===== src/rtl/core/irc_pkg.sv =====
// types, constants and register map of the ir command / servo controller
// no dependencies
`default_nettype none

package irc_pkg;

  localparam int unsigned TICK_W = 32;
  localparam int unsigned WIN_W  = 10;
  localparam int unsigned THR_W  = 8;
  localparam int unsigned DUTY_W = 7;
  localparam int unsigned CODE_W = 8;
  localparam int unsigned APB_AW = 5;
  localparam int unsigned APB_DW = 32;

  localparam int unsigned PWM_PERIOD_DEF = 100;
  localparam int unsigned WAG_PERIOD_DEF = 1500;

  typedef enum logic [2:0] {
    REG_LEADER    = 3'd0,
    REG_SKIP      = 3'd1,
    REG_READ      = 3'd2,
    REG_THRESH    = 3'd3,
    REG_IDLE_DUTY = 3'd4,
    REG_WAG_LOW   = 3'd5,
    REG_WAG_HIGH  = 3'd6
  } reg_idx_t;

  localparam logic [CODE_W-1:0] CODE_WAG   = 8'd96;
  localparam logic [CODE_W-1:0] CODE_UP    = 8'd93;
  localparam logic [CODE_W-1:0] CODE_DOWN  = 8'd157;
  localparam logic [CODE_W-1:0] CODE_LEFT  = 8'd29;
  localparam logic [CODE_W-1:0] CODE_RIGHT = 8'd237;

  localparam logic [WIN_W-1:0]  RST_LEADER    = 10'd45;
  localparam logic [WIN_W-1:0]  RST_SKIP      = 10'd157;
  localparam logic [WIN_W-1:0]  RST_READ      = 10'd157;
  localparam logic [THR_W-1:0]  RST_THRESH    = 8'd4;
  localparam logic [DUTY_W-1:0] RST_IDLE_DUTY = 7'd8;
  localparam logic [DUTY_W-1:0] RST_WAG_LOW   = 7'd5;
  localparam logic [DUTY_W-1:0] RST_WAG_HIGH  = 7'd12;
  localparam logic [DUTY_W-1:0] RST_DUTY      = 7'd5;

  typedef struct packed {
    logic [WIN_W-1:0]  leader_ticks;
    logic [WIN_W-1:0]  skip_ticks;
    logic [WIN_W-1:0]  read_ticks;
    logic [THR_W-1:0]  one_threshold_ticks;
    logic [DUTY_W-1:0] idle_duty;
    logic [DUTY_W-1:0] wag_low_duty;
    logic [DUTY_W-1:0] wag_high_duty;
  } cfg_t;

  typedef struct packed {
    logic              tail_pwm;
    logic              red_led;
    logic              green_led;
    logic              motor_a;
    logic              motor_b;
    logic [CODE_W-1:0] command_code;
    logic              wag_on;
  } result_t;

endpackage

`default_nettype wire


===== src/rtl/core/ir_command_motor_servo_controller.sv =====
// top level: input register, decoder core, result register, config port
// depends on irc_pkg, irc_cfg, irc_core
`default_nettype none

// Takes one IR sample per item and returns one result item per sample:
// servo pwm level, indicator and motor lines, the current 8-bit command
// and the wag flag. One item is accepted every cycle unless out_ready
// stalls the output; the input register is loaded at the accepting
// edge and the state update loads the result register once it is free,
// and the state update itself sets the one-item-per-cycle rate.
// PWM_PERIOD and WAG_PERIOD set the servo period and the wag alternation
// interval in items. Registers are to be written over the APB port at
// 4*index only while idle; the block itself does not enforce this.
module ir_command_motor_servo_controller #(
  parameter int unsigned PWM_PERIOD = irc_pkg::PWM_PERIOD_DEF,
  parameter int unsigned WAG_PERIOD = irc_pkg::WAG_PERIOD_DEF
) (
  input  wire logic                       clk,
  input  wire logic                       rst_n,
  input  wire logic                       in_valid,
  output logic                            in_ready,
  input  wire logic                       in_ir_active,
  output logic                            out_valid,
  input  wire logic                       out_ready,
  output logic                            out_tail_pwm,
  output logic                            out_red_led,
  output logic                            out_green_led,
  output logic                            out_motor_a,
  output logic                            out_motor_b,
  output logic      [irc_pkg::CODE_W-1:0] out_command_code,
  output logic                            out_wag_on,
  input  wire logic                       psel,
  input  wire logic                       penable,
  input  wire logic                       pwrite,
  input  wire logic [irc_pkg::APB_AW-1:0] paddr,
  input  wire logic [irc_pkg::APB_DW-1:0] pwdata,
  output logic      [irc_pkg::APB_DW-1:0] prdata,
  output logic                            pready
);
  import irc_pkg::*;

  cfg_t    cfg;
  result_t res;
  result_t res_r;
  logic    s1_valid_r, s1_valid_nxt;
  logic    s1_act_r;
  logic    out_valid_r, out_valid_nxt;
  logic    adv;
  logic    in_acc;

  irc_cfg u_cfg (
    .clk     (clk),
    .rst_n   (rst_n),
    .psel    (psel),
    .penable (penable),
    .pwrite  (pwrite),
    .paddr   (paddr),
    .pwdata  (pwdata),
    .prdata  (prdata),
    .pready  (pready),
    .cfg     (cfg)
  );

  irc_core #(
    .PWM_PERIOD (PWM_PERIOD),
    .WAG_PERIOD (WAG_PERIOD)
  ) u_core (
    .clk       (clk),
    .rst_n     (rst_n),
    .step      (adv),
    .ir_active (s1_act_r),
    .cfg       (cfg),
    .res       (res)
  );

  assign adv      = s1_valid_r && (!out_valid_r || out_ready);
  assign in_ready = !s1_valid_r || adv;
  assign in_acc   = in_valid && in_ready;

  always_comb begin
    s1_valid_nxt  = in_acc ? 1'b1 : (adv ? 1'b0 : s1_valid_r);
    out_valid_nxt = adv ? 1'b1 : (out_ready ? 1'b0 : out_valid_r);
  end

  always_ff @(posedge clk) begin
    if (!rst_n) begin
      s1_valid_r  <= 1'b0;
      out_valid_r <= 1'b0;
    end else begin
      s1_valid_r  <= s1_valid_nxt;
      out_valid_r <= out_valid_nxt;
    end
  end

  always_ff @(posedge clk) begin
    if (in_acc) begin
      s1_act_r <= in_ir_active;
    end
    if (adv) begin
      res_r <= res;
    end
  end

  assign out_valid        = out_valid_r;
  assign out_tail_pwm     = res_r.tail_pwm;
  assign out_red_led      = res_r.red_led;
  assign out_green_led    = res_r.green_led;
  assign out_motor_a      = res_r.motor_a;
  assign out_motor_b      = res_r.motor_b;
  assign out_command_code = res_r.command_code;
  assign out_wag_on       = res_r.wag_on;

endmodule

`default_nettype wire


===== src/rtl/core/irc_cfg.sv =====
// apb-style configuration registers of the ir command / servo controller
// depends on irc_pkg
`default_nettype none

module irc_cfg (
  input  wire logic                       clk,
  input  wire logic                       rst_n,
  input  wire logic                       psel,
  input  wire logic                       penable,
  input  wire logic                       pwrite,
  input  wire logic [irc_pkg::APB_AW-1:0] paddr,
  input  wire logic [irc_pkg::APB_DW-1:0] pwdata,
  output logic      [irc_pkg::APB_DW-1:0] prdata,
  output logic                            pready,
  output irc_pkg::cfg_t                   cfg
);
  import irc_pkg::*;

  cfg_t     cfg_r;
  cfg_t     cfg_nxt;
  reg_idx_t idx;
  logic     wr_en;

  assign idx    = reg_idx_t'(paddr[APB_AW-1:2]);
  assign wr_en  = psel && penable && pwrite;
  assign pready = 1'b1;
  assign cfg    = cfg_r;

  always_comb begin
    cfg_nxt = cfg_r;
    if (wr_en) begin
      case (idx)
        REG_LEADER:    cfg_nxt.leader_ticks        = pwdata[WIN_W-1:0];
        REG_SKIP:      cfg_nxt.skip_ticks          = pwdata[WIN_W-1:0];
        REG_READ:      cfg_nxt.read_ticks          = pwdata[WIN_W-1:0];
        REG_THRESH:    cfg_nxt.one_threshold_ticks = pwdata[THR_W-1:0];
        REG_IDLE_DUTY: cfg_nxt.idle_duty           = pwdata[DUTY_W-1:0];
        REG_WAG_LOW:   cfg_nxt.wag_low_duty        = pwdata[DUTY_W-1:0];
        REG_WAG_HIGH:  cfg_nxt.wag_high_duty       = pwdata[DUTY_W-1:0];
        default:       cfg_nxt = cfg_r;
      endcase
    end
  end

  always_comb begin
    case (idx)
      REG_LEADER:    prdata = APB_DW'(cfg_r.leader_ticks);
      REG_SKIP:      prdata = APB_DW'(cfg_r.skip_ticks);
      REG_READ:      prdata = APB_DW'(cfg_r.read_ticks);
      REG_THRESH:    prdata = APB_DW'(cfg_r.one_threshold_ticks);
      REG_IDLE_DUTY: prdata = APB_DW'(cfg_r.idle_duty);
      REG_WAG_LOW:   prdata = APB_DW'(cfg_r.wag_low_duty);
      REG_WAG_HIGH:  prdata = APB_DW'(cfg_r.wag_high_duty);
      default:       prdata = '0;
    endcase
  end

  always_ff @(posedge clk) begin
    if (!rst_n) begin
      cfg_r.leader_ticks        <= RST_LEADER;
      cfg_r.skip_ticks          <= RST_SKIP;
      cfg_r.read_ticks          <= RST_READ;
      cfg_r.one_threshold_ticks <= RST_THRESH;
      cfg_r.idle_duty           <= RST_IDLE_DUTY;
      cfg_r.wag_low_duty        <= RST_WAG_LOW;
      cfg_r.wag_high_duty       <= RST_WAG_HIGH;
    end else begin
      cfg_r <= cfg_nxt;
    end
  end

endmodule

`default_nettype wire


===== src/rtl/core/irc_core.sv =====
// per-tick frame decoder, command map and servo pwm state
// depends on irc_pkg
`default_nettype none

module irc_core #(
  parameter int unsigned PWM_PERIOD = irc_pkg::PWM_PERIOD_DEF,
  parameter int unsigned WAG_PERIOD = irc_pkg::WAG_PERIOD_DEF
) (
  input  wire logic         clk,
  input  wire logic         rst_n,
  input  wire logic         step,
  input  wire logic         ir_active,
  input  wire irc_pkg::cfg_t cfg,
  output irc_pkg::result_t  res
);
  import irc_pkg::*;

  localparam int unsigned PH_W  = $clog2(PWM_PERIOD);
  localparam int unsigned WG_W  = $clog2(WAG_PERIOD);
  localparam int unsigned CMP_W = (PH_W > DUTY_W) ? PH_W : DUTY_W;
  localparam logic [PH_W-1:0] PH_LAST = PH_W'(PWM_PERIOD - 1);
  localparam logic [WG_W-1:0] WG_LAST = WG_W'(WAG_PERIOD - 1);

  logic [TICK_W-1:0] tick_r,      tick_nxt;
  logic [TICK_W-1:0] leader_dl_r, leader_dl_nxt;
  logic [TICK_W-1:0] skip_dl_r,   skip_dl_nxt;
  logic [TICK_W-1:0] read_dl_r,   read_dl_nxt;
  logic [TICK_W-1:0] gap_dl_r,    gap_dl_nxt;
  logic [CODE_W-1:0] shift_r,     shift_nxt;
  logic              wag_r,       wag_nxt;
  logic [DUTY_W-1:0] duty_r,      duty_nxt;
  logic [PH_W-1:0]   phase_prev_r, phase_prev_nxt;
  logic [PH_W-1:0]   phase_r,     phase_nxt;
  logic [WG_W-1:0]   wag_cnt_r,   wag_cnt_nxt;
  logic              wag_par_r,   wag_par_nxt;
  logic              tick_last;

  always_comb begin
    tick_last     = &tick_r;
    leader_dl_nxt = leader_dl_r;
    skip_dl_nxt   = skip_dl_r;
    read_dl_nxt   = read_dl_r;
    gap_dl_nxt    = gap_dl_r;
    shift_nxt     = shift_r;
    wag_nxt       = wag_r;
    duty_nxt      = duty_r;
    res           = '0;

    // frame tracking
    if (!ir_active && (read_dl_r == '0) && (skip_dl_r == '0)) begin
      leader_dl_nxt = tick_r + TICK_W'(cfg.leader_ticks);
    end else if ((tick_r > leader_dl_r) && ir_active && (skip_dl_r == '0)) begin
      skip_dl_nxt = tick_r + TICK_W'(cfg.skip_ticks);
    end else if (skip_dl_r > tick_r) begin
      read_dl_nxt = tick_r + TICK_W'(cfg.read_ticks);
    end else if (read_dl_r > tick_r) begin
      if (ir_active) begin
        if (gap_dl_r != '0) begin
          shift_nxt  = {shift_r[CODE_W-2:0], tick_r > gap_dl_r};
          gap_dl_nxt = '0;
        end
      end else if (gap_dl_r == '0) begin
        gap_dl_nxt = tick_r + TICK_W'(cfg.one_threshold_ticks);
      end
    end else begin
      read_dl_nxt = '0;
      skip_dl_nxt = '0;
    end

    // command map
    case (shift_nxt)
      CODE_WAG:   wag_nxt = 1'b1;
      CODE_UP:    begin res.red_led   = 1'b1; res.motor_a = 1'b1; end
      CODE_DOWN:  begin res.green_led = 1'b1; res.motor_b = 1'b1; end
      CODE_LEFT:  begin res.green_led = 1'b1; res.motor_a = 1'b1; end
      CODE_RIGHT: begin res.red_led   = 1'b1; res.motor_b = 1'b1; end
      default:    wag_nxt = 1'b0;
    endcase

    // servo duty
    if (wag_nxt) begin
      if (wag_cnt_r == '0) begin
        duty_nxt = wag_par_r ? cfg.wag_low_duty : cfg.wag_high_duty;
      end
    end else begin
      duty_nxt = cfg.idle_duty;
    end

    res.tail_pwm     = CMP_W'(phase_prev_r) <= CMP_W'(duty_nxt);
    res.command_code = shift_nxt;
    res.wag_on       = wag_nxt;

    // tick and its residues
    phase_prev_nxt = phase_r;
    tick_nxt       = tick_r + TICK_W'(1);
    phase_nxt      = (tick_last || (phase_r == PH_LAST)) ? '0 : phase_r + PH_W'(1);
    wag_cnt_nxt    = (tick_last || (wag_cnt_r == WG_LAST)) ? '0 : wag_cnt_r + WG_W'(1);
    wag_par_nxt    = tick_last ? 1'b0 : ((wag_cnt_r == WG_LAST) ? !wag_par_r : wag_par_r);
  end

  always_ff @(posedge clk) begin
    if (!rst_n) begin
      tick_r       <= '0;
      leader_dl_r  <= '0;
      skip_dl_r    <= '0;
      read_dl_r    <= '0;
      gap_dl_r     <= '0;
      shift_r      <= '0;
      wag_r        <= 1'b0;
      duty_r       <= RST_DUTY;
      phase_prev_r <= '0;
      phase_r      <= '0;
      wag_cnt_r    <= '0;
      wag_par_r    <= 1'b0;
    end else if (step) begin
      tick_r       <= tick_nxt;
      leader_dl_r  <= leader_dl_nxt;
      skip_dl_r    <= skip_dl_nxt;
      read_dl_r    <= read_dl_nxt;
      gap_dl_r     <= gap_dl_nxt;
      shift_r      <= shift_nxt;
      wag_r        <= wag_nxt;
      duty_r       <= duty_nxt;
      phase_prev_r <= phase_prev_nxt;
      phase_r      <= phase_nxt;
      wag_cnt_r    <= wag_cnt_nxt;
      wag_par_r    <= wag_par_nxt;
    end
  end

endmodule

`default_nettype wire


===== config.mk =====
export PLATFORM = sky130hd
export DESIGN_NAME = ir_command_motor_servo_controller
export DESIGN_NICKNAME = d
export VERILOG_FILES = /design/src/rtl/core/irc_pkg.sv /design/src/rtl/core/ir_command_motor_servo_controller.sv /design/src/rtl/core/irc_cfg.sv /design/src/rtl/core/irc_core.sv
export SDC_FILE = /design/constraint.sdc
export NUM_CORES = 1
export LEC_CHECK = 0
export ABC_CLOCK_PERIOD_IN_PS = 5500
export BUFFER_PORTS_ARGS = -buffer_cell sky130_fd_sc_hd__buf_4
export CORE_MARGIN = 5
export CORE_UTILIZATION = 61
export CTS_CLUSTER_DIAMETER = 120
export DETAILED_ROUTE_END_ITERATION = 8
export PLACE_DENSITY = 0.91
export SLEW_MARGIN = 20
export SYNTH_ARGS = -nofsm -noshare
export SYNTH_HDL_FRONTEND = slang
export SYNTH_SLANG_ARGS = --single-unit
export TNS_END_PERCENT = 30

===== constraint.sdc =====
create_clock -name clk -period 5.5 [get_ports clk]
set_clock_uncertainty 0.1 [all_clocks]
set_input_delay 1.1 -clock clk [delete_from_list [all_inputs] [get_ports clk]]
set_output_delay 1.1 -clock clk [all_outputs]
set_load 0.05 [all_outputs]

==> impl_summary.md, run 1 <==
Run status
The flow ran to the end, and the final reports show no timing, DRC or antenna violations.

Clock tree
In this run the number of H-tree levels came out at 1. TritonCTS built the clock tree. The clock root buffer is clkbuf_16. After clock tree synthesis, the clock-pin slew on the worst setup and hold paths is ~0.070 ns. Buffers inserted during clock tree synthesis total 30.

The post-cts sizing count is 0. The insertion delay of the later-clocked pin in the worst-skew pair is 0.60 ns. Counting every sink on the clock net gives 278. The number of buffers inserted to repair setup after CTS is 0. Hold repair after CTS inserted 0 buffers. The maximum count of clock buffers along a single path is 3.

Global routing
The met2 usage is 51.0%. The aggregate global routing overflow is 0. Global routing used 38.4% of the available met1 tracks. The global-route total usage across every layer is 30.7%. The busiest layer in global routing is met2. The number of global-route vias before repair is 16300. Entering global routing, the biggest net connects 116 pins. The initial antenna violation count is 1.

The met3 global-route usage is between 4 and 5%. The first global-routing pass estimated 83300 um of wire.

Worst hold path
The tightest min-delay check is of the reg -> reg type.

Power and ir drop
The worst-case IR drop observed on VDD is 0.312 mV. Dividing total power by cell area gives a power density of 241 nW/um2. For this design the static power due to leakage is approximately 7.5 nW.

STA
The final number of setup-violating endpoints is 0. The achievable frequency is 0.210 GHz. The count of final hold-check violations is 0.

Setup repair after global routing left no endpoint under its margin. The count of pins over their slew limit came to 0. The headroom to the max-slew limit is between 20% and 30%.

The setup TNS is 0 ns. After layout, the worst path uses 86.5% of the clock period. The worst hold slack is 0.369 ns.

The transition at the pin with the smallest max-transition slack is 1.17 ns. The shortest clock period the worst path allows after layout is 4.76 ns.

Routing
Dividing the detail-routed wire length by the instance count gives 20.5 um. The total wire length after detailed routing is 52900 um. The routed layout has approximately 17000 vias. The first-pass detailed-route iteration total is 6. The violation count after the first detailed-route iteration is 1589. The count of nets left with antenna violations once routing finished came out at 0.

In the routed layout, each cell is associated on average with a via count of roughly 6.5. The number of remaining DRC errors is 0.

Die
The die covers about 33000 um2. The floorplan has 62 rows. The width of the die is 180 um. The count of pins on the block boundary is 94. The floorplan step set the die height to 180 um. The initial cell density of the core is approximately three fifths. The core area is 28700 um2.

Final layout
The most common cell after layout, fill and taps aside is dfxtp_1. The repair_antennas step left the layout with diodes totalling 0. After the last flow step, the layout net total stands at between 2000 and 2500. The signed area change from the synthesized netlist to the final layout is 9.13%. The post-route netlist has 8.19% of its cells at a drive strength greater than 1. After filler insertion, the fill cell instance count of the layout stands at 2199. The top cell types in the final layout, fill and taps aside, are dfxtp_1, nand2_1, nor2_1.

Setup path
The sort of element at the start of the critical path is a flip-flop. Of all nets on the critical path, the largest fanout is 13. The critical path class is reg -> reg. The worst path required time is approximately 5.7 ns. The critical path arrival is 5.00 ns. STA classifies the critical path endpoint as a flip-flop.

Placement
In this run the tool buffered the top-level ports with between 40 and 50 buffer cells. The detailed placer's ending HPWL is 37700 um. The congestion estimate from routability-driven global placement came to 0.962.

Synth
In this run the cell area of the synthesized design comes to 17700 um2. The share of synthesized area in the top cell type comes to 29.7%. By area the synthesized netlist is led by dfxtp_1, ha_1, xnor2_1, a21oi_1, nand2_1. After synthesis the netlist holds a flip-flop and latch count of between 200 and 300. The largest area contributor in the netlist is dfxtp_1.

Synthesis produced 2173 cells. The share of the yosys chip area belonging to registers is 32.2%. The fraction of synthesis flops using an asynchronous set or reset pin is 0%.

Yosys mapped the design onto 73 distinct sky130hd cell types. For this run, the number of Yosys warnings is 0. The mean cell area of the mapped netlist is between 8 and 9 um2. Among all flip-flop cells after synthesis, the most frequent one is dfxtp_1. The number of flops mapped to enable cells by yosys is 15.

Flow run
The number of maximum-capacitance constraint violations is 0.
[sequential cells by signal, indices dropped and copies added (netlist names), 7 cells and up]
register               cells
u_core.read_dl_r          32
u_core.leader_dl_r        32
u_core.gap_dl_r           32
out_command_code           8
u_core.wag_cnt_r          11
u_core.skip_dl_r          32
u_core.phase_prev_nxt      7
u_core.tick_r             32
u_cfg.cfg                 59
u_core.duty_r              7
u_core.shift_r             8
u_core.phase_prev_r        7
[cells in the mapped netlist, types with 5 or more instances]
cell / count
nor2_1: 224
mux2_2: 23
mux2i_1: 58
or4_1: 6
nor4_1: 43
nand2_1: 227
a31oi_1: 18
o21a_1: 5
a22oi_1: 36
or3_1: 49
edfxtp_1: 15
buf_1: 8
a211oi_1: 8
o21ai_0: 82
a21o_1: 22
and2_1: 6
o211ai_1: 7
nor2b_1: 15
clkbuf_1: 90
o31a_1: 6
nand3_1: 62
xnor2_1: 119
nor3_1: 52
ha_1: 177
mux4_2: 5
buf_4: 23
inv_1: 121
o2bb2ai_1: 19
a211o_1: 5
nand2b_1: 6
or2_2: 7
a21oi_1: 187
dfxtp_1: 263
xor2_1: 20
o311ai_0: 9
and3_1: 13
nand4_1: 59
[metal layers]
layer / wire, um / up-vias / part of all wire, %
met2: 24300 / 929 / 46
li1: - / 7680 / -
met5: 13 / - / 0.025
met3: 4710 / 239 / 8.9
met1: 20400 / 7867 / 39
met4: 3420 / 2 / 6.5
[logic make-up after synthesis]
family,synth area share (%)
and+or+nand+nor,21.4
AOI/OAI and AO/OA,15.1
DFF,32.2
buffers and inverters,6.04
adders and majority gates,12.9
xor gates and xnor gates,6.87
muxes,5.37
other,0.0424
[power by group]
group	switching, W	internal [W]
Combinational	0.000329	0.000145
Clock	0.000892	0.00120
Sequential	0.0000313	0.00207
[worst max-delay path, stage by stage (launching register included)]
cell and delay (ns):
dfxtp_1 0.58, inv_1 0.25, ha_1 0.37, nand4_1 0.17, or4_1 0.57, or3_4 0.38
a22oi_4 0.29, and4_1 0.26, a31o_2 0.44, mux2_2 0.39, ha_1 0.17, inv_1 0.05
a21o_1 0.12, a21oi_1 0.07, o21ai_0 0.20, o22ai_1 0.12
[final cells by class]
cell class | instances | area [um2] | share of cell area (%)
Clock inverter | 14 | 166 | 0.860
Tap cell | 384 | 480 | 2.48
Clock buffer | 38 | 853 | 4.41
Inverter | 124 | 470 | 2.43
Multi-Input combinational cell | 1663 | 11000 | 57.1
Sequential cell | 278 | 5720 | 29.5
Timing Repair Buffer | 82 | 623 | 3.22
[path summary, 6_finish.rpt]
| kind | startpoint | end | slack, ns | depth (start not counted) |
|---|---|---|---|---|
| min reg2reg | u_core.phase_prev_r[5] | u_core.phase_prev_r[5] | 0.37 | 2 |
| min | u_core.phase_prev_r[5] | u_core.phase_prev_r[5] | 0.37 | 2 |
| max reg2reg | u_core.tick_r[23] | out_tail_pwm | 0.74 | 15 |
| max | u_core.tick_r[23] | out_tail_pwm | 0.74 | 15 |
[per-stage QoR]
stage / area, um2 / worst slack (ns) / instances / util (%) / total power, W
finish: 19300 / 0.743 / 2583 / 67.4 / 0.00467
global route: 19300 / 0.503 / 2583 / 67.4 / 0.00480
CTS: 19300 / 0.784 / 2582 / 67.4 / 0.00465
detailed placement: 18300 / 0.802 / 2530 / 63.8 / 0.00260
global placement: 18300 / 0.976 / 2530 / 63.8 / 0.00258
floorplan: 17800 / 1.05 / 2194 / - / 0.00248
No activity file was read; power rests on OpenSTA's default activity.
==> inputs of run 2 (changes only) <==
--- a/config.mk
+++ b/config.mk
@@ -10,6 +10,6 @@
 export CORE_MARGIN = 5
-export CORE_UTILIZATION = 61
+export CORE_UTILIZATION = 58
 export CTS_CLUSTER_DIAMETER = 120
 export DETAILED_ROUTE_END_ITERATION = 8
-export PLACE_DENSITY = 0.91
+export PLACE_DENSITY = 0.87
 export SLEW_MARGIN = 20
--- a/constraint.sdc
+++ b/constraint.sdc
@@ -4,2 +4,2 @@
 set_output_delay 1.1 -clock clk [all_outputs]
-set_load 0.05 [all_outputs]
+set_load 0.02 [all_outputs]
==> run 2 against run 1 <==
Sequential power about the same. Final cell count increased by 1.3%. Non-clock buffer count is 17 higher. Worst setup slack better by 0.061 ns. Register-to-register slack better by 0.06 ns. Critical path depth did not move. Global-route usage fell by 0.23 points. Combinational power fell by 8.9%. Total power fell by 0.77%. Core utilization is 3.1 points lower. Critical path type unchanged.
==> impl_summary.md, run 2 (synthesized netlist as in run 1, its figures left out) <==
Setup path
The cell that appears most often on the critical path is o21ai_0. The setup slack of the worst register-to-register path is 0.80 ns (+0.06 ns). The count of buffer and inverter cells on the critical path is 0 (-2).

The highest fanout seen on the critical path is 10 (-3). The worst setup path is launched from a flip-flop. The largest stage delay on the critical path is 0.74 ns (+0.16 ns).

Tracing the worst setup path back leads to its startpoint at u_core.tick_r[27]. The master of the slowest instance on the critical path is o21ai_0. STA classifies the critical path endpoint as a flip-flop.

The critical path class is reg -> reg. The cell family contributing the most delay on the critical path is compound AO/OA/AOI/OAI gates. The critical path arrival is 5.02 ns (+0.02 ns). The worst reg2reg path startpoint is u_core.tick_r[27]. The worst path required time is 5.82 ns (+0.08 ns). Traced cell by cell, the critical path runs through ha_1 > nand4_1 > nor2_1 > a221o_1 > a211o_1 > o21ai_0 > and4_1 > a31o_2 > mux2i_1 > ha_1 > a21oi_1 > nor2b_1 > o21ai_0 > o21ai_0 > o22ai_1.

STA
The shortest clock period the worst path allows after layout came to 4.70 ns (-0.0609 ns). The achievable frequency is 0.213 GHz (+1.3%). The final period utilization is 85.4% (-1.1 points). Setup repair after global routing left no endpoint under its margin. The setup TNS came to 0 ns (unchanged). The transition at the pin with the smallest max-transition slack is 1.08 ns (-0.0955 ns). The worst-case setup margin in the final layout is 0.804 ns (+0.0609 ns). The count of pins over their slew limit is 0 (unchanged). The count of final hold-check violations came to 0 (unchanged). The final number of setup-violating endpoints is 0 (unchanged).

The headroom to the max-slew limit is 27.6% (+6.4 points).

Placement
The weighted congestion reported at the end of routability-driven placement is 1.03 (+7.1%). The post-detailed-placement cell area is 18500 um2 (+0.78%). The cell count after placement is 2560 (+1.2%). The port buffer count is 46 (unchanged). The worst setup slack after placement is 0.913 ns (+0.111 ns). The detailed placer's ending HPWL is 39100 um (+3.8%).

Final layout
The net count of the finished layout came to 2422 (+0.71%). The number of diodes is 0 (unchanged). The final non-filler cell total is 2616 (+1.3%). The fill cell total of the finished layout came to 2436 (+11%). The area growth from synthesis to layout is 10.0%.

The most common cell after layout, fill and taps aside is dfxtp_1. Leaving out fill and tap cells, the most frequent cells in the layout are dfxtp_1, nand2_1, nor2_1. The fraction of final layout cells with drive strength greater than 1 is 8.92% (+0.73 points).

The flip-flop count of the largest register after layout is 59 (unchanged). The post-route cell area is 19500 um2 (+0.82%).

Die
The count of pins on the block boundary came to 94 (unchanged). The floorplan die height is 185 um (+2.4%). The number of core rows is 64 (+3.2%). The width of the die is 185 um (+2.4%). The die area was 34200 um2 (+4.9%). The core area is 30300 um2 (+5.7%). The initial cell density of the core is 58.4% (-3.4 points).

Routing
The total vias in the final route is 16500 (-1.1%). The ratio of routed vias to standard cells is 6.32 (-2.3%). The first-pass detailed-route iteration total is 6 (unchanged).

The number of remaining DRC errors is 0 (unchanged). The total wire length after detailed routing is 53900 um (+2.0%). The wire length per cell is 20.6 um (+0.70%). The number of nets still failing antenna checks after routing came to 0 (unchanged). The violation count after the first detailed-route iteration was 1666 (+4.8%).

Clock tree
The count of clock tree sinks is 278 (unchanged). The number of buffers inserted to repair setup after CTS is 0 (unchanged). The H-tree level count was 1 (unchanged). The clock slew seen by the registers of the worst setup and hold paths is 0.06 ns (about the same).

TritonCTS built the clock tree. The post-cts sizing count came to 0 (unchanged). The TritonCTS buffer count is 30 (unchanged).

The maximum count of clock buffers along a single path is 3 (unchanged). The hold buffer count at cts is 0 (unchanged). The insertion delay of the later-clocked pin in the worst-skew pair was 0.58 ns (-0.02 ns).

CTS placed an instance of clkbuf_16 at the clock tree root.

Global routing
The aggregate global routing overflow was 0 (unchanged). The wire length of the first global-routing pass came to 83900 um (+0.67%). The global-route total usage across every layer was 30.5% (-0.23 points). The largest net degree at the start of global routing came to 119 (+2.6%). The number of global-route vias before repair is 15800 (-2.6%). The initial antenna violation count was 0 (-1).

Power and ir drop
The static leakage power is 7.60 nW (+1.1%). The post-layout total power is 0.00463 W (-0.77%). The worst ir drop on vdd is 0.281 mV (-9.8%). The ratio of total power to cell area is 237 nW/um2 (-1.6%).

Worst hold path
The type of the worst min-delay path is reg -> reg. The startpoint identified for the worst hold timing path is u_core.gap_dl_r[26].

Run status
The run finished with clean final reports.

Flow run
The number of maximum-capacitance constraint violations came to 0 (unchanged).
## run 2: changes by cell type in the layout (fill, tap and decap cells not counted), sizes merged
| cell | previous run | this run |
|---|---|---|
| buf | 82 | 99 |
| bufinv | 2 | 1 |
| clkbuf | 38 | 43 |
| clkinv | 8 | 11 |
| clkinvlp | 0 | 2 |
| inv | 128 | 123 |
## run 2: area by class of cell
class	count	area, um2	share of cell area [%]
repair buffers	99	743	3.81
clock buffers	43	913	4.68
multi-input cells	1663	11000	56.6
inverters	124	470	2.41
clock inverters	13	131	0.674
well taps	396	495	2.54
flip-flops and latches	278	5720	29.3
## run 2: power breakdown
| group | switching [W] | internal [W] | total, W |
|---|---|---|---|
| clock network | 0.000888 | 0.00121 | 0.00210 |
| logic | 0.000290 | 0.000143 | 0.000432 |
| registers | 0.0000289 | 0.00207 | 0.00210 |
| total | 0.00121 | 0.00342 | 0.00463 |
## run 2: worst reg2reg max path, delay by kind of cell (launching register included)
| family | cells | cell delay, ns |
|---|---|---|
| muxes | 1 | 0.30 |
| adders and majority gates | 2 | 0.64 |
| AOI/OAI and AO/OA | 8 | 2.30 |
| DFF | 1 | 0.55 |
| and+or+nand+nor | 4 | 0.67 |
## run 2: worst paths after layout
kind,to,depth (start not counted)
max,out_tail_pwm,15
max reg2reg,out_tail_pwm,15
min,u_core.gap_dl_r[26],2
min reg2reg,u_core.gap_dl_r[26],2
## run 2: stage by stage
stage                     utilization, %  hold slack (ns)
after floorplan                        -            0.336
after global placement              60.8            0.348
after detailed placement            60.8            0.364
after CTS                           64.3            0.371
after global routing                64.3            0.383
final                               64.3            0.368
## run 2: layer usage
metal	up-vias	share of wire, %	global-route usage, %
li1	7717	-	-
met1	7737	40	38.7
met2	867	47	50.7
met3	215	7.8	3.77
met4	0	6.1	16.5
met5	-	0	0
